`config.mk`:
```
export PLATFORM = sky130hd
export DESIGN_NAME = nnis_ctrl
export DESIGN_NICKNAME = d
export VERILOG_FILES = /design/src/rtl/nnis_pkg.sv /design/src/rtl/nnis_ctrl.sv
export SDC_FILE = /design/constraint.sdc
export NUM_CORES = 1
export LEC_CHECK = 0
export ABC_CLOCK_PERIOD_IN_PS = 1300
export BUFFER_PORTS_ARGS = -buffer_cell sky130_fd_sc_hd__buf_2
export CAP_MARGIN = 20
export CORE_AREA = 2 2 39 41
export CTS_BUF_LIST = sky130_fd_sc_hd__clkbuf_16
export CTS_CLUSTER_DIAMETER = 100
export CTS_CLUSTER_SIZE = 30
export DETAILED_ROUTE_END_ITERATION = 6
export DIE_AREA = 0 0 41 43
export GPL_ROUTABILITY_DRIVEN = 1
export PLACE_DENSITY_LB_ADDON = 0.12
export SLEW_MARGIN = 40
export SYNTH_ARGS = -nofsm -noshare
export SYNTH_HDL_FRONTEND = slang
export SYNTH_SLANG_ARGS = --single-unit
```
`constraint.sdc`:
```
create_clock -name clock -period 1.3 [get_ports clock]
set_clock_uncertainty 0.2 [all_clocks]
set_input_delay 0.065 -clock clock [delete_from_list [all_inputs] [get_ports clock]]
set_output_delay 0.065 -clock clock [all_outputs]
set_load 0.02 [all_outputs]
```
`src/rtl/nnis_pkg.sv`:
```
package nnis_pkg;

   localparam int MAX_SRC_DIM = 64;
   localparam int MAX_DST_DIM = 64;

   localparam int CFG_W       = 7;
   localparam int COORD_W     = 6;
   localparam int COLOR_W     = 8;
   localparam int RGB_W       = 3 * COLOR_W;
   localparam int STORE_DEPTH = MAX_SRC_DIM * MAX_SRC_DIM;
   localparam int ADDR_W      = $clog2(STORE_DEPTH);
   localparam int NUM_W       = COORD_W + CFG_W;
   localparam int DIV_CNT_W   = $clog2(NUM_W);

   localparam logic [COLOR_W-1:0] COLOR_FULL   = '1;
   localparam logic [COLOR_W-1:0] COLOR_NONE   = '0;
   localparam logic [COLOR_W-1:0] ALPHA_OPAQUE = '1;
   localparam logic [COLOR_W-1:0] ALPHA_CLEAR  = '0;

   typedef enum logic [1:0] {
      CSR_SRC_WIDTH  = 2'd0,
      CSR_SRC_HEIGHT = 2'd1,
      CSR_DST_WIDTH  = 2'd2,
      CSR_DST_HEIGHT = 2'd3
   } csr_index_type;

   typedef enum logic {
      FUNC_LOAD = 1'b0,
      FUNC_EMIT = 1'b1
   } func_type;

   typedef enum logic {
      AXIS_X = 1'b0,
      AXIS_Y = 1'b1
   } axis_type;

   typedef struct packed {
      logic     load;
      logic     emit_begin;
      logic     div_start;
      axis_type div_axis;
      logic     xs_capture;
      logic     ys_capture;
      logic     addr_load;
      logic     mem_read;
      logic     rsp_fire;
      logic     rsp_empty;
   } nnis_cmd_type;

   typedef struct packed {
      logic empty;
      logic div_done;
   } nnis_status_type;

endpackage

```
`src/rtl/nnis_ctrl.sv`:
```
module nnis_ctrl
   import nnis_pkg::*;
(
   input  logic            clock,
   input  logic            reset,
   input  logic            start,
   input  func_type        func,
   input  nnis_status_type status,
   output nnis_cmd_type    cmd,
   output logic            busy
);

   typedef enum logic [2:0] {
      ST_IDLE,
      ST_START_X,
      ST_WAIT_X,
      ST_START_Y,
      ST_WAIT_Y,
      ST_ADDR,
      ST_READ,
      ST_OUT
   } state_type;

   state_type state_ff, state_in;

   always_comb begin
      cmd      = '0;
      state_in = state_ff;
      unique case (state_ff)
         ST_IDLE: begin
            if (start) begin
               if (func == FUNC_LOAD) begin
                  cmd.load = 1'b1;
               end else if (status.empty) begin
                  cmd.rsp_empty = 1'b1;
               end else begin
                  cmd.emit_begin = 1'b1;
                  state_in       = ST_START_X;
               end
            end
         end
         ST_START_X: begin
            cmd.div_start = 1'b1;
            cmd.div_axis  = AXIS_X;
            state_in      = ST_WAIT_X;
         end
         ST_WAIT_X: begin
            if (status.div_done) begin
               cmd.xs_capture = 1'b1;
               state_in       = ST_START_Y;
            end
         end
         ST_START_Y: begin
            cmd.div_start = 1'b1;
            cmd.div_axis  = AXIS_Y;
            state_in      = ST_WAIT_Y;
         end
         ST_WAIT_Y: begin
            cmd.div_axis = AXIS_Y;
            if (status.div_done) begin
               cmd.ys_capture = 1'b1;
               state_in       = ST_ADDR;
            end
         end
         ST_ADDR: begin
            cmd.addr_load = 1'b1;
            state_in      = ST_READ;
         end
         ST_READ: begin
            cmd.mem_read = 1'b1;
            state_in     = ST_OUT;
         end
         ST_OUT: begin
            cmd.rsp_fire = 1'b1;
            state_in     = ST_IDLE;
         end
         default: state_in = ST_IDLE;
      endcase
   end

   always_ff @(posedge clock) begin
      if (reset)
         state_ff <= ST_IDLE;
      else
         state_ff <= state_in;
   end

   assign busy = (state_ff != ST_IDLE);

   a_begin_runs: assert property (@(posedge clock) disable iff (reset)
      cmd.emit_begin |=> busy && state_ff == ST_START_X)
      else $error("emit did not start the divide sequence");

   a_wait_y_done: assert property (@(posedge clock) disable iff (reset)
      state_ff == ST_WAIT_Y && status.div_done |=> state_ff == ST_ADDR)
      else $error("row quotient dropped");

endmodule

```
# After elaboration in Yosys (flattened, before gate mapping)
# Index checks and enable logic that the tools add are counted.
# classes
mux	23
eq_ne	12
reduce_logical	5
# op_table
operator	n
3-bit case mux with 8 select lines	1
1-bit 2-to-1 mux	15
3-bit 2-to-1 mux	5
3-bit == test (second input constant)	4
2-bit != test (second input constant)	5
3-bit by 2-bit == test with 1-bit output (second input constant)	2
5-bit AND reduction	1
2-bit 2-to-1 mux	2
2-bit OR reduction	2
3-bit by 1-bit == test with 1-bit output (second input constant)	1
3-bit logical NOT	1
3-bit nonzero test	1
# word_totals
elab_cells	41
input_bits	6
out_inout_bits	11
register_bits	3

# Longest topological paths before layout
# Gate-level depths: netlist of the first run.
# logic_depth
depth_word	4
ltp_mapped	5

# Worst setup path after synthesis of the first run
# Ideal clock, no wire load.
# synth_timing
path_type	register to register
from	register state_ff[0]
to	register state_ff[2]
setup_slack_ns	-0.219
setup_ns	0.086
stages_incl_launch_ff	6
path_buffers	0
arrival_ns	1.233
cell_sequence	dfxtp_1 -> inv_1 -> ha_1 -> nand2b_1 -> o221ai_1 -> a211oi_1
# synth_via
elab_chain_len	3
elab_cells_between_ends	15
classes_between	12 x eq/ne; 1 x mux; 2 x reduce/logical
# synth_lines
item	line_no	source
from (decl)	nnis_ctrl.sv:24	state_type state_ff, state_in;
from (signal assigned)	nnis_ctrl.sv:85	state_ff <= state_in;
3-bit by 2-bit == test with 1-bit output, or another cell as far along	nnis_ctrl.sv:29	unique case (state_ff)
2-bit != test (no source line)	n/a	
5-bit AND reduction (no source line)	n/a	
# Several ways; a longest one is shown, not always the timed one.
# A chain may end at the register's enable or synchronous reset.

==> results of run 1 <==
[timing repair]
action                                  4_1_cts  5_1_grt
buffers inserted                              3        0
gates cloned                                  0        0
pin swaps                                     4        3
endpoints found under the setup margin       14       14
hold endpoints to repair                      3        0
hold buffers                                  1        0
gates resized for setup                      23        5
[cells in the mapped netlist]
cell | count | area share (%)
and3b_1 | 2 | 5.3
o21bai_1 | 1 | 2.3
and3_1 | 2 | 3.8
o22a_2 | 1 | 3.0
mux2i_1 | 3 | 9.1
nand2_1 | 1 | 1.1
nor4_1 | 1 | 1.9
nand2b_1 | 4 | 7.6
o2bb2ai_1 | 1 | 2.7
and3_2 | 1 | 2.3
mux2_2 | 1 | 3.4
and2_2 | 3 | 6.8
buf_6 | 1 | 3.4
o221ai_1 | 1 | 2.7
a211oi_1 | 1 | 2.3
nor2b_1 | 1 | 1.9
ha_1 | 4 | 15
dfxtp_1 | 3 | 18
nor2_1 | 3 | 3.4
inv_1 | 3 | 3.4
[final cells by class]
class / count / area share [%]
flip-flops and latches: 3 / 9.55
clock inverters: 1 / 0.541
repair buffers: 26 / 30.3
inverters: 3 / 1.98
well taps: 16 / 2.88
clock buffers: 3 / 10.8
multi-input cells: 31 / 44.0
[kinds of logic (layout without fill, tap and decap cells)]
kind of cell,after synthesis,after routing
simple gates,18,18
compound gates,5,5
buf+inv,4,33
mux,4,4
fa+ha+maj,4,4
flops,3,3
[critical path, delay by kind of cell (launching register included)]
kind                       cells  cell delay, ns
and+or+nand+nor                2            0.36
adders and majority gates      1            0.17
DFF                            1            0.34
buffers and inverters          2            0.18
[metrics by stage]
stage / setup slack, ns / hold slack [ns] / total power [W]
3_5_place_dp: -0.143 / 0.0957 / 0.000772
6_report: -0.225 / 0.0457 / 0.00148
3_3_place_gp: -0.137 / 0.0914 / 0.000775
2_1_floorplan: -0.0415 / -0.0622 / 0.000605
5_1_grt: -0.260 / 0.0677 / 0.00159
4_1_cts: -0.231 / 0.0358 / 0.00146
[power breakdown]
part	switching, W	internal, W
logic	0.000380	0.000458
clock network	0.0000760	0.000396
registers	0.0000387	0.000134
total	0.000494	0.000989
[per-layer routing]
metal | GRT usage [%] | part of all wire, % | vias to the layer above
met2 | 17.2 | 49 | 11
li1 | - | - | 190
met5 | 0 | 0 | -
met4 | 2.00 | 0 | 0
met3 | 4.71 | 7.8 | 0
met1 | 10.9 | 43 | 160
[how the worst max path moves through the flow]
stage / end / slack [ns] / depth (start not counted)
2_1_floorplan: state_ff[0] / -0.04 / 5
3_3_place_gp: state_ff[0] / -0.14 / 5
3_5_place_dp: state_ff[1] / -0.14 / 5
4_1_cts: cmd[2] / -0.23 / 5
5_1_grt: cmd[0] / -0.26 / 5
6_report: cmd[0] / -0.23 / 5
==> flow_metrics.env, run 1 <==
export IMPL_status="complete, but fails checks"
export IMPL_violations="setup timing"
export IMPL_fmax_ghz=0.656
export IMPL_fillers=136
export IMPL_maxSlewViolCount=0
export IMPL_synth_distinct_cells=20
export IMPL_r2r_slack_ns=-0.19
export IMPL_whs_path_depth=3
export IMPL_tns_ns=-2.56
export IMPL_root_buffer="clkbuf_16"
export IMPL_mostFrequentLayoutCell="buf_4"
export IMPL_synthCells=38
export IMPL_tightest_slew_ns=0.297
export IMPL_cts_sinks=3
export IMPL_synth_top_family_by_area="simple AND/OR/NAND/NOR gates"
export IMPL_gr_total_overflow=0
export IMPL_routabilityCongestion=0.598
export IMPL_pin_count=17
export IMPL_critical_path_arrival_ns=1.26
export IMPL_viasPerCell=4.35
export IMPL_cp_data_required_time_ns=1.03
export IMPL_synth_compound_area_share_pct=12.9
export IMPL_crit_fanout=4
export IMPL_post_route_period_util_pct=117
export IMPL_die_width_um=41
export IMPL_slowest_delay_ns=0.34
export IMPL_reg2reg_depth=6
export IMPL_dpl_hpwl_um=609
export IMPL_setup_viol=14
export IMPL_grt_pass1_vias=315
export IMPL_yosysWarnings=0
export IMPL_final_cell_mix="buf_4 (10), buf_6 (8), buf_2 (7)"
export IMPL_synth_xor_area_share_pct=0
export IMPL_min_delay_start="status[0]"
export IMPL_port_buffers=16
export IMPL_clk_latency_ns=0.22
export IMPL_coreArea_um2=1380
export IMPL_synth_area_mux_share_pct=12.5
export IMPL_regArea_um2=66.3
export IMPL_drc=0
export IMPL_relSlewSlack_pct=80.0
export IMPL_r2r_start="state_ff[1]"
export IMPL_drt_initial_drc_count=1
export IMPL_drt_wl_total_um=766
export IMPL_regMostFlops="state_ff"
export IMPL_synth_area_um2=329
export IMPL_ant_nets=0
export IMPL_fin_cells=83
export IMPL_power_leakage_nw=0.328
export IMPL_vias=361
export IMPL_drive_above_1_share_pct=73.1
export IMPL_hold_viol=0
export IMPL_period_needed_ns=1.53
export IMPL_max_cap_violations=0
export IMPL_ir_worst_vdd_mv=1.34
export IMPL_cts_buffer_depth=2
export IMPL_yosys_area_share_simple_pct=34.2
export IMPL_crit_path_top_delay_cell="dfxtp_2"
export IMPL_die_h_um=43
export IMPL_cts_tree="done"
export IMPL_grt_pass1_wl_mm=1.23
export IMPL_dp_cells=75
export IMPL_criticalPathCategory="register to primary output"
export IMPL_timing_rr_end="state_ff[1]"
export IMPL_holdPathEnd="state_ff[0]"
export IMPL_ys_seq_elements=3
export IMPL_rsz0062_at_grt="yes"
export IMPL_clkTransAtPathRegs_ns=0.03
export IMPL_syn_num_nets=48
export IMPL_htreeDepth=1
export IMPL_final_net_count=78
export IMPL_antenna_found_initial=0
export IMPL_multiInputGateArea_um2=305
export IMPL_largest_reg_flops=3
export IMPL_p_per_area_nw_per_um2=2140
export IMPL_placed_area_um2=493
export IMPL_grt_usage_pct=10.1
export IMPL_area_growth_syn_to_layout_pct=111
export IMPL_drtPass1Iterations=2
export IMPL_worst_setup_path_start_kind="register"
export IMPL_seq_area_frac_synth_pct=18.3
export IMPL_cp_startpoint="state_ff[1]"
export IMPL_numCtsBuffers=3
export IMPL_hp_class="input port to register"
export IMPL_top_regs="state_ff (3)"
export IMPL_grt_max_degree=8
export IMPL_design_die_area_um2=1760
export IMPL_final_core_util_pct=50.2
export IMPL_worst_slack_ns=-0.225
export IMPL_stdcell_area_um2=694
export IMPL_crit_chain="inv_2 -> ha_4 -> and3b_2 -> and3_4 -> buf_6"
export IMPL_wl_per_cell_um=9.23
export IMPL_rows=14
export IMPL_synth_adder_area_share_pct=15.2
export IMPL_start_util_pct=23.8
export IMPL_worstSetupEndpointType="primary output"
export IMPL_n_antenna_cell=0
export IMPL_synth_area_per_cell_um2=8.66
Note: power is estimated with default switching activity, not from simulation.
==> run 2: changes to the inputs <==
--- a/config.mk
+++ b/config.mk
@@ -8,12 +8,12 @@
 export ABC_CLOCK_PERIOD_IN_PS = 1300
 export BUFFER_PORTS_ARGS = -buffer_cell sky130_fd_sc_hd__buf_2
 export CAP_MARGIN = 20
-export CORE_AREA = 2 2 39 41
+export CORE_AREA = 4 4 41 43
 export CTS_BUF_LIST = sky130_fd_sc_hd__clkbuf_16
 export CTS_CLUSTER_DIAMETER = 100
 export CTS_CLUSTER_SIZE = 30
 export DETAILED_ROUTE_END_ITERATION = 6
-export DIE_AREA = 0 0 41 43
+export DIE_AREA = 0 0 45 47
 export GPL_ROUTABILITY_DRIVEN = 1
 export PLACE_DENSITY_LB_ADDON = 0.12
 export SLEW_MARGIN = 40
==> run 2 against run 1 <==
  * The flow still finishes with violations (setup timing)
  * Highest routed layer unchanged
  * First-iteration DRC count is 100% higher
  * Wire length is 6.3% higher
  * Cell area is 4.5% lower
  * Combinational power is 8.2% lower
==> flow_metrics.env, run 2 (synthesis gave the netlist of run 1 again) <==
export IMPL_ant_nets=0
export IMPL_coreArea_um2=1300
export IMPL_post_route_period_util_pct=120
export IMPL_final_cell_mix="buf_2 (8), buf_4 (8), buf_6 (7)"
export IMPL_period_needed_ns=1.56
export IMPL_met1_usage_pct=8.16
export IMPL_max_cap_violations=0
export IMPL_grt_usage_pct=8.68
export IMPL_critical_path_arrival_ns=1.30
export IMPL_grt_max_degree=7
export IMPL_worst_setup_path_start_kind="register"
export IMPL_status="complete, but fails checks"
export IMPL_power_leakage_nw=0.315
export IMPL_dpl_hpwl_um=666
export IMPL_cts_buffer_depth=2
export IMPL_viasPerCell=4.49
export IMPL_rsz0062_at_grt="yes"
export IMPL_area_growth_syn_to_layout_pct=102
export IMPL_root_buffer="clkbuf_16"
export IMPL_p_total_w=0.00143
export IMPL_n_antenna_cell=0
export IMPL_cts_sinks=3
export IMPL_slowest_delay_ns=0.36
export IMPL_ir_worst_vdd_mv=1.23
export IMPL_met2_usage_pct=16.7
export IMPL_holdPathEnd="state_ff[1]"
export IMPL_fillers=127
export IMPL_criticalPathCategory="register to primary output"
export IMPL_crit_path_top_delay_cell="dfxtp_4"
export IMPL_busiest_layer="met2"
export IMPL_crit_chain="inv_4 -> ha_4 -> and3b_1 -> and3_1 -> buf_6"
export IMPL_grt_pass1_vias=331
export IMPL_numCtsBuffers=3
export IMPL_htreeDepth=1
export IMPL_drtPass1Iterations=2
export IMPL_reg2reg_depth=6
export IMPL_p_per_area_nw_per_um2=2150
export IMPL_gr_total_overflow=0
export IMPL_antenna_found_initial=0
export IMPL_vias=359
export IMPL_crit_fanout=4
export IMPL_drive_above_1_share_pct=67.7
export IMPL_combPwrFrac_pct=53.9
export IMPL_maxSlewViolCount=0
export IMPL_cp_data_required_time_ns=1.03
export IMPL_cts_tree="done"
export IMPL_setup_viol=14
export IMPL_worst_slack_ns=-0.262
export IMPL_rows=13
export IMPL_drt_wl_total_um=814
export IMPL_p_sw_share_pct=34.3
export IMPL_drt_initial_drc_count=2
export IMPL_r2r_start="state_ff[0]"
export IMPL_wl_per_cell_um=10.2
export IMPL_final_net_count=76
export IMPL_worstSetupEndpointType="primary output"
export IMPL_port_buffers=16
export IMPL_clkTransAtPathRegs_ns=0.03
export IMPL_min_delay_start="status[0]"
export IMPL_tightest_slew_ns=0.235
export IMPL_timing_rr_end="state_ff[2]"
export IMPL_top_regs="state_ff (3)"
export IMPL_largest_reg_flops=3
export IMPL_die_width_um=45
export IMPL_seq_power_share_pct=12.8
export IMPL_regMostFlops="state_ff"
export IMPL_hp_class="input port to register"
export IMPL_clk_latency_ns=0.22
export IMPL_whs_path_depth=3
export IMPL_drc=0
export IMPL_r2r_slack_ns=-0.22
export IMPL_gr_usage_met3_pct=4.60
export IMPL_relSlewSlack_pct=84.2
export IMPL_dp_slack_ns=-0.155
export IMPL_clockPowerShare_pct=33.3
export IMPL_p_int_w=0.000937
export IMPL_hold_viol=0
export IMPL_design_die_area_um2=2120
export IMPL_p_switching_w=0.000489
export IMPL_final_core_util_pct=51.0
export IMPL_pin_count=17
export IMPL_routabilityCongestion=0.694
export IMPL_violations="setup timing"
export IMPL_start_util_pct=25.3
export IMPL_grt_pass1_wl_mm=1.32
export IMPL_fmax_ghz=0.640
export IMPL_die_h_um=47
## run 2: what timing repair did
| action | 4_1_cts | 5_1_grt |
|---|---|---|
| pin swaps | 3 | 4 |
| hold buffers | 1 | 0 |
| endpoints found under the setup margin | 14 | 14 |
| gates resized for setup | 15 | 10 |
| setup buffers | 1 | 1 |
| hold endpoints to repair | 3 | 0 |
## run 2: critical path, delay by kind of cell (launching register included)
kind          cells  cell delay (ns)
fa+ha+maj         1             0.15
buf+inv           2             0.17
flops             1             0.36
simple gates      2             0.39
## run 2: through the flow
stage	hold WS (ns)	cell area, um2	TNS (ns)	cells
after floorplan	-0.0622	359	-0.100	38
after global placement	0.0857	484	-0.538	73
after detailed placement	0.0832	484	-0.580	73
after CTS	0.0442	624	-2.76	79
after global routing	0.0578	663	-3.05	80
final	0.0386	663	-2.45	80
## run 2: worst max-delay path by stage
| stage | start | endpoint | slack (ns) | depth (start not counted) |
|---|---|---|---|---|
| floorplan | state_ff[0] | state_ff[0] | -0.04 | 5 |
| global placement | state_ff[0] | state_ff[0] | -0.14 | 5 |
| detailed placement | state_ff[0] | state_ff[0] | -0.16 | 5 |
| CTS | state_ff[1] | state_ff[0] | -0.27 | 6 |
| global route | state_ff[0] | state_ff[2] | -0.31 | 6 |
| finish | state_ff[0] | cmd[0] | -0.26 | 5 |
## run 2: per-layer routing
metal  up-vias  routed length (um)
li1        186                   -
met3         0                  83
met5         -                   0
met1       159                 314
met4         0                   0
met2        14                 416
## run 2: power by group through the flow
stage | registers, W | clock network [W] | logic, W
after global placement | 0.000164 | 0 | 0.000621
after global routing | 0.000185 | 0.000499 | 0.000835
final | 0.000182 | 0.000474 | 0.000769
after CTS | 0.000171 | 0.000481 | 0.000693
after floorplan | 0.000156 | 0 | 0.000449
after detailed placement | 0.000165 | 0 | 0.000617
## run 2: area by class of cell
class	count	area, um2	share of cell area (%)
Tap cell	15	18.8	2.83
Timing Repair Buffer	24	189	28.5
Multi-Input combinational cell	31	289	43.6
Clock inverter	1	3.75	0.566
Clock buffer	3	75.1	11.3
Sequential cell	3	71.3	10.8
Inverter	3	16.3	2.45
